--- config.mk ---
export PLATFORM = sky130hd
export DESIGN_NAME = rgb_pixel_color_adjust_core
export DESIGN_NICKNAME = d
export VERILOG_FILES = /design/src/hw/rtl/rpca_pkg.sv /design/src/hw/rtl/rpca_bc.sv /design/src/hw/rtl/rpca_sat.sv /design/src/hw/rtl/rpca_fx.sv /design/src/hw/rtl/rgb_pixel_color_adjust_core.sv
export SDC_FILE = /design/constraint.sdc
export NUM_CORES = 2
export LEC_CHECK = 0
export ABC_AREA = 0
export BUFFER_PORTS_ARGS = -buffer_cell sky130_fd_sc_hd__buf_2
export CORE_MARGIN = 4
export CORE_UTILIZATION = 35
export DETAILED_ROUTE_END_ITERATION = 16
export GPL_TIMING_DRIVEN = 0
export PLACE_DENSITY = 0.46
export SLEW_MARGIN = 40
export SYNTH_ARGS = -nofsm -noshare
export SYNTH_HDL_FRONTEND = slang
export SYNTH_SLANG_ARGS = --single-unit
--- constraint.sdc ---
create_clock -name clk -period 20.5 [get_ports clk]
set_clock_uncertainty 0.1 [all_clocks]
set_input_delay 4.1 -clock clk [delete_from_list [all_inputs] [get_ports clk]]
set_output_delay 4.1 -clock clk [all_outputs]
set_load 0.02 [all_outputs]
--- src/hw/rtl/rpca_pkg.sv ---
`default_nettype none
package rpca_pkg;

  typedef logic [7:0] chan_t;
  // Index 0 red, 1 green, 2 blue
  typedef chan_t [2:0] pix_t;

  typedef enum logic [1:0] {
    FX_NONE  = 2'd0,
    FX_GRAY  = 2'd1,
    FX_SEPIA = 2'd2,
    FX_NEG   = 2'd3
  } effect_t;

  localparam logic [2:0] REG_BRIGHTNESS = 3'd0;
  localparam logic [2:0] REG_CONTRAST   = 3'd1;
  localparam logic [2:0] REG_SATURATION = 3'd2;
  localparam logic [2:0] REG_SAT_EN     = 3'd3;
  localparam logic [2:0] REG_EFFECT     = 3'd4;

  localparam int NSTG = 6;

  // Q16 luma weights
  localparam logic [15:0] LUMA_R = 16'd19595;
  localparam logic [15:0] LUMA_G = 16'd38470;
  localparam logic [15:0] LUMA_B = 16'd7471;

  // Q16 sepia matrix, row = output channel
  localparam logic [15:0] SEPIA_COEF [3][3] = '{
    '{16'd25756, 16'd50397, 16'd12386},
    '{16'd22872, 16'd44958, 16'd11010},
    '{16'd17826, 16'd34996, 16'd8585}
  };

  // Q16 luma, below 2^24 for 8-bit channels
  function automatic logic [23:0] luma(pix_t p);
    return 24'(p[0]) * 24'(LUMA_R) + 24'(p[1]) * 24'(LUMA_G) + 24'(p[2]) * 24'(LUMA_B);
  endfunction

endpackage
`default_nettype wire

--- src/hw/rtl/rpca_bc.sv ---
`default_nettype none
// Brightness/contrast, one register stage, three channel lanes.
module rpca_bc (
  input  logic          clk,
  input  logic          en,
  input  logic [7:0]    brightness,
  input  logic [7:0]    contrast,
  input  rpca_pkg::pix_t pix_i,
  output rpca_pkg::pix_t pix_o
);
  import rpca_pkg::*;

  logic signed [9:0]  bd;
  logic signed [18:0] off;
  pix_t               pix_nxt;
  pix_t               pix_r;

  always_comb begin
    logic signed [9:0]  dp;
    logic signed [18:0] n;
    bd  = $signed({2'b00, brightness}) - 10'sd128;
    off = 19'(bd) * 19'sd510;
    for (int i = 0; i < 3; i++) begin
      dp = $signed({1'b0, pix_i[i], 1'b0}) - 10'sd255;
      n  = 19'(dp) * $signed({11'b0, contrast}) + 19'sd32640 + off;
      if (n <= 19'sd0) begin
        pix_nxt[i] = 8'd0;
      end else if (|n[17:16]) begin
        pix_nxt[i] = 8'd255;
      end else begin
        pix_nxt[i] = n[15:8];
      end
    end
  end

  always_ff @(posedge clk) begin
    if (en) begin
      pix_r <= pix_nxt;
    end
  end

  assign pix_o = pix_r;

endmodule
`default_nettype wire

--- src/hw/rtl/rpca_sat.sv ---
`default_nettype none
// Saturation: luma, then gain product, then clamp. Three stages.
module rpca_sat (
  input  logic          clk,
  input  logic [2:0]    en,
  input  logic [7:0]    saturation,
  input  logic          sat_en,
  input  rpca_pkg::pix_t pix_i,
  output rpca_pkg::pix_t pix_o
);
  import rpca_pkg::*;

  // stage a: luma
  pix_t               a_pix_r;
  logic [23:0]        a_luma_r;
  // stage b: gain products
  pix_t               b_pix_r;
  logic [23:0]        b_luma_r;
  logic signed [33:0] b_prod_r [3];
  logic signed [33:0] b_prod_nxt [3];
  // stage c: clamped result
  pix_t               c_pix_r;
  pix_t               c_pix_nxt;

  always_comb begin
    logic signed [25:0] d;
    for (int i = 0; i < 3; i++) begin
      d = $signed({2'b00, a_pix_r[i], 16'h0000}) - $signed({2'b00, a_luma_r});
      b_prod_nxt[i] = 34'(d) * $signed({26'b0, saturation});
    end
  end

  always_comb begin
    logic signed [34:0] t;
    for (int i = 0; i < 3; i++) begin
      t = $signed({4'b0000, b_luma_r, 7'b0000000}) + 35'(b_prod_r[i]);
      if (!sat_en) begin
        c_pix_nxt[i] = b_pix_r[i];
      end else if (t <= 35'sd0) begin
        c_pix_nxt[i] = 8'd0;
      end else if (|t[33:31]) begin
        c_pix_nxt[i] = 8'd255;
      end else begin
        c_pix_nxt[i] = t[30:23];
      end
    end
  end

  always_ff @(posedge clk) begin
    if (en[0]) begin
      a_pix_r  <= pix_i;
      a_luma_r <= luma(pix_i);
    end
    if (en[1]) begin
      b_pix_r  <= a_pix_r;
      b_luma_r <= a_luma_r;
      for (int i = 0; i < 3; i++) begin
        b_prod_r[i] <= b_prod_nxt[i];
      end
    end
    if (en[2]) begin
      c_pix_r <= c_pix_nxt;
    end
  end

  assign pix_o = c_pix_r;

endmodule
`default_nettype wire

--- src/hw/rtl/rpca_fx.sv ---
`default_nettype none
// Effects: sums in the first stage, select and clamp into the output register.
module rpca_fx (
  input  logic             clk,
  input  logic [1:0]       en,
  input  rpca_pkg::effect_t mode,
  input  rpca_pkg::pix_t    pix_i,
  output rpca_pkg::pix_t    pix_o
);
  import rpca_pkg::*;

  pix_t        s_pix_r;
  logic [23:0] s_gray_r;
  logic [24:0] s_sep_r [3];
  logic [24:0] s_sep_nxt [3];
  pix_t        o_pix_r;
  pix_t        o_pix_nxt;

  always_comb begin
    for (int i = 0; i < 3; i++) begin
      s_sep_nxt[i] = 25'(pix_i[0]) * 25'(SEPIA_COEF[i][0])
                   + 25'(pix_i[1]) * 25'(SEPIA_COEF[i][1])
                   + 25'(pix_i[2]) * 25'(SEPIA_COEF[i][2]);
    end
  end

  always_comb begin
    for (int i = 0; i < 3; i++) begin
      case (mode)
        FX_GRAY:  o_pix_nxt[i] = s_gray_r[23:16];
        FX_SEPIA: o_pix_nxt[i] = s_sep_r[i][24] ? 8'd255 : s_sep_r[i][23:16];
        FX_NEG:   o_pix_nxt[i] = ~s_pix_r[i];
        default:  o_pix_nxt[i] = s_pix_r[i];
      endcase
    end
  end

  always_ff @(posedge clk) begin
    if (en[0]) begin
      s_pix_r  <= pix_i;
      s_gray_r <= luma(pix_i);
      for (int i = 0; i < 3; i++) begin
        s_sep_r[i] <= s_sep_nxt[i];
      end
    end
    if (en[1]) begin
      o_pix_r <= o_pix_nxt;
    end
  end

  assign pix_o = o_pix_r;

endmodule
`default_nettype wire

--- src/hw/rtl/rgb_pixel_color_adjust_core.sv ---
// RGB888 color adjust: brightness/contrast, optional saturation, then an
// optional effect (grayscale, sepia, negative), all in integer fixed point.
//
// Input channel in_valid/in_ready carries one pixel word (in_red_in,
// in_green_in, in_blue_in); output channel out_valid/out_ready carries the
// adjusted pixel word. One result word per input word, in order.
//
// Six register stages, from the accepting register through to out_valid:
// one stage of brightness/contrast, three of saturation (luma, gain multiply,
// clamp), two of effect (coefficient sums, select into the output register).
// Throughput is one word per cycle while out_ready stays high; the 8x26
// saturation multiply stage sets the clock path.
//
// Each stage has its own valid bit and loads when it is empty or the stage
// after it moves, so a stalled receiver fills the bubbles first and only
// then drops in_ready. Nothing is lost or repeated while stalled.
//
// Synchronous reset empties the pipeline and loads the registers with
// brightness 128, contrast 128, saturation 128, saturation on, no effect.
// Write registers through cfg_we/cfg_index/cfg_data only while idle.
`default_nettype none
module rgb_pixel_color_adjust_core (
  input  logic       clk,
  input  logic       rst_n,
  // input word
  input  logic       in_valid,
  output logic       in_ready,
  input  logic [7:0] in_red_in,
  input  logic [7:0] in_green_in,
  input  logic [7:0] in_blue_in,
  // result word
  output logic       out_valid,
  input  logic       out_ready,
  output logic [7:0] out_red_out,
  output logic [7:0] out_green_out,
  output logic [7:0] out_blue_out,
  // register writes
  input  logic       cfg_we,
  input  logic [2:0] cfg_index,
  input  logic [7:0] cfg_data
);
  import rpca_pkg::*;

  // config registers
  logic [7:0] bright_r;
  logic [7:0] contrast_r;
  logic [7:0] sat_r;
  logic       sat_en_r;
  effect_t    effect_r;

  // pipeline control
  logic [NSTG-1:0] vld_r;
  logic [NSTG-1:0] vld_nxt;
  logic [NSTG-1:0] ld;

  pix_t pix_in;
  pix_t pix_bc;
  pix_t pix_sat;
  pix_t pix_out;

  always_ff @(posedge clk) begin
    if (!rst_n) begin
      bright_r   <= 8'd128;
      contrast_r <= 8'd128;
      sat_r      <= 8'd128;
      sat_en_r   <= 1'b1;
      effect_r   <= FX_NONE;
    end else if (cfg_we) begin
      case (cfg_index)
        REG_BRIGHTNESS: bright_r   <= cfg_data;
        REG_CONTRAST:   contrast_r <= cfg_data;
        REG_SATURATION: sat_r      <= cfg_data;
        REG_SAT_EN:     sat_en_r   <= cfg_data[0];
        REG_EFFECT:     effect_r   <= effect_t'(cfg_data[1:0]);
        default:        ;  // unmapped index, ignored
      endcase
    end
  end

  // Stage k loads when empty or when stage k+1 loads; last stage frees on
  // out_ready. Ripples back from the output register.
  always_comb begin
    ld[NSTG-1] = !vld_r[NSTG-1] || out_ready;
    for (int k = NSTG - 2; k >= 0; k--) begin
      ld[k] = !vld_r[k] || ld[k+1];
    end
    vld_nxt = vld_r;
    if (ld[0]) begin
      vld_nxt[0] = in_valid;
    end
    for (int k = 1; k < NSTG; k++) begin
      if (ld[k]) begin
        vld_nxt[k] = vld_r[k-1];
      end
    end
  end

  always_ff @(posedge clk) begin
    if (!rst_n) begin
      vld_r <= '0;
    end else begin
      vld_r <= vld_nxt;
    end
  end

  assign in_ready  = ld[0];
  assign out_valid = vld_r[NSTG-1];

  assign pix_in[0] = in_red_in;
  assign pix_in[1] = in_green_in;
  assign pix_in[2] = in_blue_in;

  rpca_bc u_bc (
    .clk        (clk),
    .en         (ld[0]),
    .brightness (bright_r),
    .contrast   (contrast_r),
    .pix_i      (pix_in),
    .pix_o      (pix_bc)
  );

  rpca_sat u_sat (
    .clk        (clk),
    .en         (ld[3:1]),
    .saturation (sat_r),
    .sat_en     (sat_en_r),
    .pix_i      (pix_bc),
    .pix_o      (pix_sat)
  );

  rpca_fx u_fx (
    .clk   (clk),
    .en    (ld[5:4]),
    .mode  (effect_r),
    .pix_i (pix_sat),
    .pix_o (pix_out)
  );

  assign out_red_out   = pix_out[0];
  assign out_green_out = pix_out[1];
  assign out_blue_out  = pix_out[2];

  // an empty or draining output slot always lets a word in
  a_ready_when_drain : assert property (@(posedge clk) disable iff (!rst_n)
    (!out_valid || out_ready) |-> in_ready)
    else $error("in_ready low while output slot frees");

  // word count in flight tracks accepts on both sides
  a_word_count : assert property (@(posedge clk) disable iff (!rst_n)
    $past(rst_n) |-> ($countones(vld_r) == $past($countones(vld_r))
      + $past(int'(in_valid && in_ready)) - $past(int'(out_valid && out_ready))))
    else $error("pipeline lost or duplicated a word");

  // pipeline comes out of reset empty
  a_reset_empty : assert property (@(posedge clk)
    (rst_n && $past(!rst_n)) |-> (vld_r == '0))
    else $error("valid bits not cleared by reset");

endmodule
`default_nettype wire
==> flow_metrics.tcl <==
set metrics [dict create \
    core_mm2 0.195 \
    ys_seq_area_share_pct 13.6 \
    critical_path_arrival_ns 6.46 \
    syn_area_mm2 0.0688 \
    worstSetupStartpoint "out_ready" \
    finalSetupViolCount 0 \
    synth_area_leaders "fa_1 32%, ha_1 20%, edfxtp_1 13%" \
    clkLatencyLatePin_ns 0.64 \
    syn_inst 7018 \
    synth-edff-count 290 \
    post_cts.repair.setup_buffers 0 \
    synth_seq_cells 323 \
    synth.most_common_cell "inv_1" \
    nets 9433 \
    placementRows 162 \
    setup_slack_ns 9.84 \
    fmax_ghz 0.0938 \
    cts_sinks 323 \
    clk_path_buf_depth 3 \
    drt_iter0_drc 2449 \
    rr_startpoint "bright_r[7]" \
    critPathSlowestCell "nand3_2" \
    setup-tns-final_ns 0 \
    slew_violations 0 \
    synthTopCellsByCount "1716 x inv_1, 1112 x ha_1, 1100 x fa_1, 430 x nand2_1, 290 x edfxtp_1" \
    status "complete, no violations" \
    crit_type "in2out" \
    crit_path_frequent_cell "buf_2" \
    grtUsageTotal_pct 20.1 \
    rrSetupSlack_ns 10.66 \
    whs_path_depth 0 \
    grt-ovfl-total 0 \
    wl_per_cell_um 20.5 \
    min_period_over_period_pct 52.0 \
    syn2layout_area_growth_pct 8.66 \
    cp_cell_sequence "buf_2 > nor2b_1 > and3_1 > and2_1 > nand3_2 > buf_2" \
    drt-pass1-iter-count 6 \
    ys_warn_count 0 \
    critical_path.max_stage_delay_ns 0.62 \
    relSlewSlack_pct 39.1 \
    syn-num-nets 9270 \
    routed_via_density 4.86 \
    grt_pass1_wl_um 311000 \
    first_global_vias 50500 \
    dp.cells 9760 \
    finalHoldViolations 0 \
    cap_violations 0 \
    utilization_pct 38.3 \
    synth.avg_cell_area_um2 9.80 \
    synth_cell_types 94 \
    critPathMaxFanout 26 \
    dieWidth_um 451 \
    end_kind "output pin" \
    grt_max_degree 65 \
    cts_tree "yes" \
    multi_input_area_mm2 0.0528 \
    min_to "u_sat.b_pix_r[12]" \
    cts-hold-fix-buffers 0 \
    fp.dieH_um 451 \
    fin_cells 9839 \
    nFillCells 19700 \
    path_buf_inv 2 \
    timing.rr.end "u_bc.pix_o[12]" \
    drive_gt1_share_pct 4.33 \
    antenna_found_initial 6 \
    place_ws_ns 9.80 \
    cp.required_ns 16.30 \
    hp-start "u_sat.a_pix_r[12]" \
    grt_setup_unrepaired "false" \
    num_vias 47900 \
    clk_pin_slew_ns 0.06 \
    io_buffers 65 \
    synth_ff_type "edfxtp_1" \
    start_kind "input pin" \
    drc_errors 0 \
    tightest_slew_ns 0.914 \
    cts-resized-gates 0 \
    synth_top_area_share_pct 32.0 \
    ys_async_sr_fraction_pct 0 \
    dp_hpwl_um 175000 \
    yosys.area.top_type "fa_1" \
    htreeDepth 2 \
    finalWeightedCongestion 0.912 \
    reg2regPathDepth 30 \
    dieArea_mm2 0.204 \
    routed_wl_um 201000 \
    seq_area_mm2 0.00937 \
    start_util_pct 35.2 \
    ant_nets 0 \
    period_minus_slack_ns 10.66 \
    clock-root-buffer "clkbuf_16" \
    cts_buffers 43 \
    path_delay_family "simple AND/OR/NAND/NOR gates" \
    ios 66 \
    hold_class "reg2reg" \
]
-- worst max-delay path by stage --
stage | to | slack (ns) | depth (start not counted)
detailed placement | in_ready | 9.80 | 6
finish | in_ready | 9.84 | 6
floorplan | in_ready | 10.85 | 4
global placement | in_ready | 9.69 | 6
CTS | in_ready | 9.80 | 6
global route | in_ready | 9.65 | 6
-- state kept, by name, summed over array words and instances, names as in the netlist --
signal,flops
u_sat.b_prod_r,63
u_fx.s_sep_r,27
u_bc.pix_o,24
u_fx.pix_o,24
u_fx.s_pix_r,24
u_sat.a_luma_r,24
u_sat.a_pix_r,24
u_sat.b_luma_r,24
u_sat.b_pix_r,24
u_sat.pix_o,24
bright_r,8
contrast_r,8
sat_r,8
u_fx.s_gray_r,8
vld_r,6
effect_r,2
sat_en_r,1
-- logic make-up (layout without fill, tap and decap cells) --
logic type,Yosys count,count (layout),synth area share (%)
fa+ha+maj,2212,2212,52.3
buf+inv,1804,1999,9.86
xor+xnor,356,356,4.62
flops,323,323,13.6
compound gates,923,923,9.18
simple gates,1369,1369,10.0
other cells,0,2,0
mux,31,31,0.451
-- cell type report --
type	count	share of cell area (%)
well taps	2624	4.39
flip-flops and latches	323	12.5
repair buffers	118	1.33
inverters	1718	8.64
clock buffers	50	1.48
plain buffers	86	0.459
clock inverters	27	0.442
diodes	2	0.00670
multi-input cells	4891	70.7
-- worst register-to-register path: cells and delay by family, from the launching register on --
family | cells | cell delay, ns
fa+ha+maj | 9 | 4.02
xor+xnor | 2 | 0.90
buf+inv | 7 | 1.24
simple gates | 4 | 0.50
compound gates | 8 | 2.52
flops | 1 | 0.41
-- placed cells by master, fill, tap and decap left out, types with 20 or more instances in the layout --
cell	count
a21oi_1	241
and2_1	281
o21bai_1	40
nand4_1	23
nand2_1	428
and3_1	29
inv_1	1713
clkbuf_1	79
buf_2	67
nand2b_1	58
nor2b_1	81
a21o_1	91
xnor2_1	228
mux2i_1	31
nand3_1	67
a21boi_0	34
clkbuf_16	43
o21ai_0	146
or2_2	28
edfxtp_1	290
nor2_1	222
a31oi_1	37
ha_1	1111
a211oi_1	30
fa_1	1100
nor3_1	81
xor2_1	95
or3_1	20
xnor2_2	23
dfxtp_1	32
o211ai_1	37
o21a_1	92
buf_6	41
-- stage by stage --
step                      area [um2]  hold WS [ns]
after floorplan                68800         0.326
after global placement         72400         0.363
after detailed placement       73300         0.376
after CTS                      74700         0.361
after global routing           74700         0.372
final                          74700         0.377
-- layer usage --
| layer | routed length, um | global-route usage [%] | up-vias |
|---|---|---|---|
| met1 | 91800 | 27.4 | 24200 |
| met5 | 0 | 0 | - |
| met3 | 6280 | 1.61 | 175 |
| met2 | 97900 | 34.6 | 741 |
| li1 | - | - | 22700 |
| met4 | 5370 | 4.84 | 0 |
Power is not shown: default switching activity piles up to over one toggle a cycle in this logic, so the estimate is an artifact.
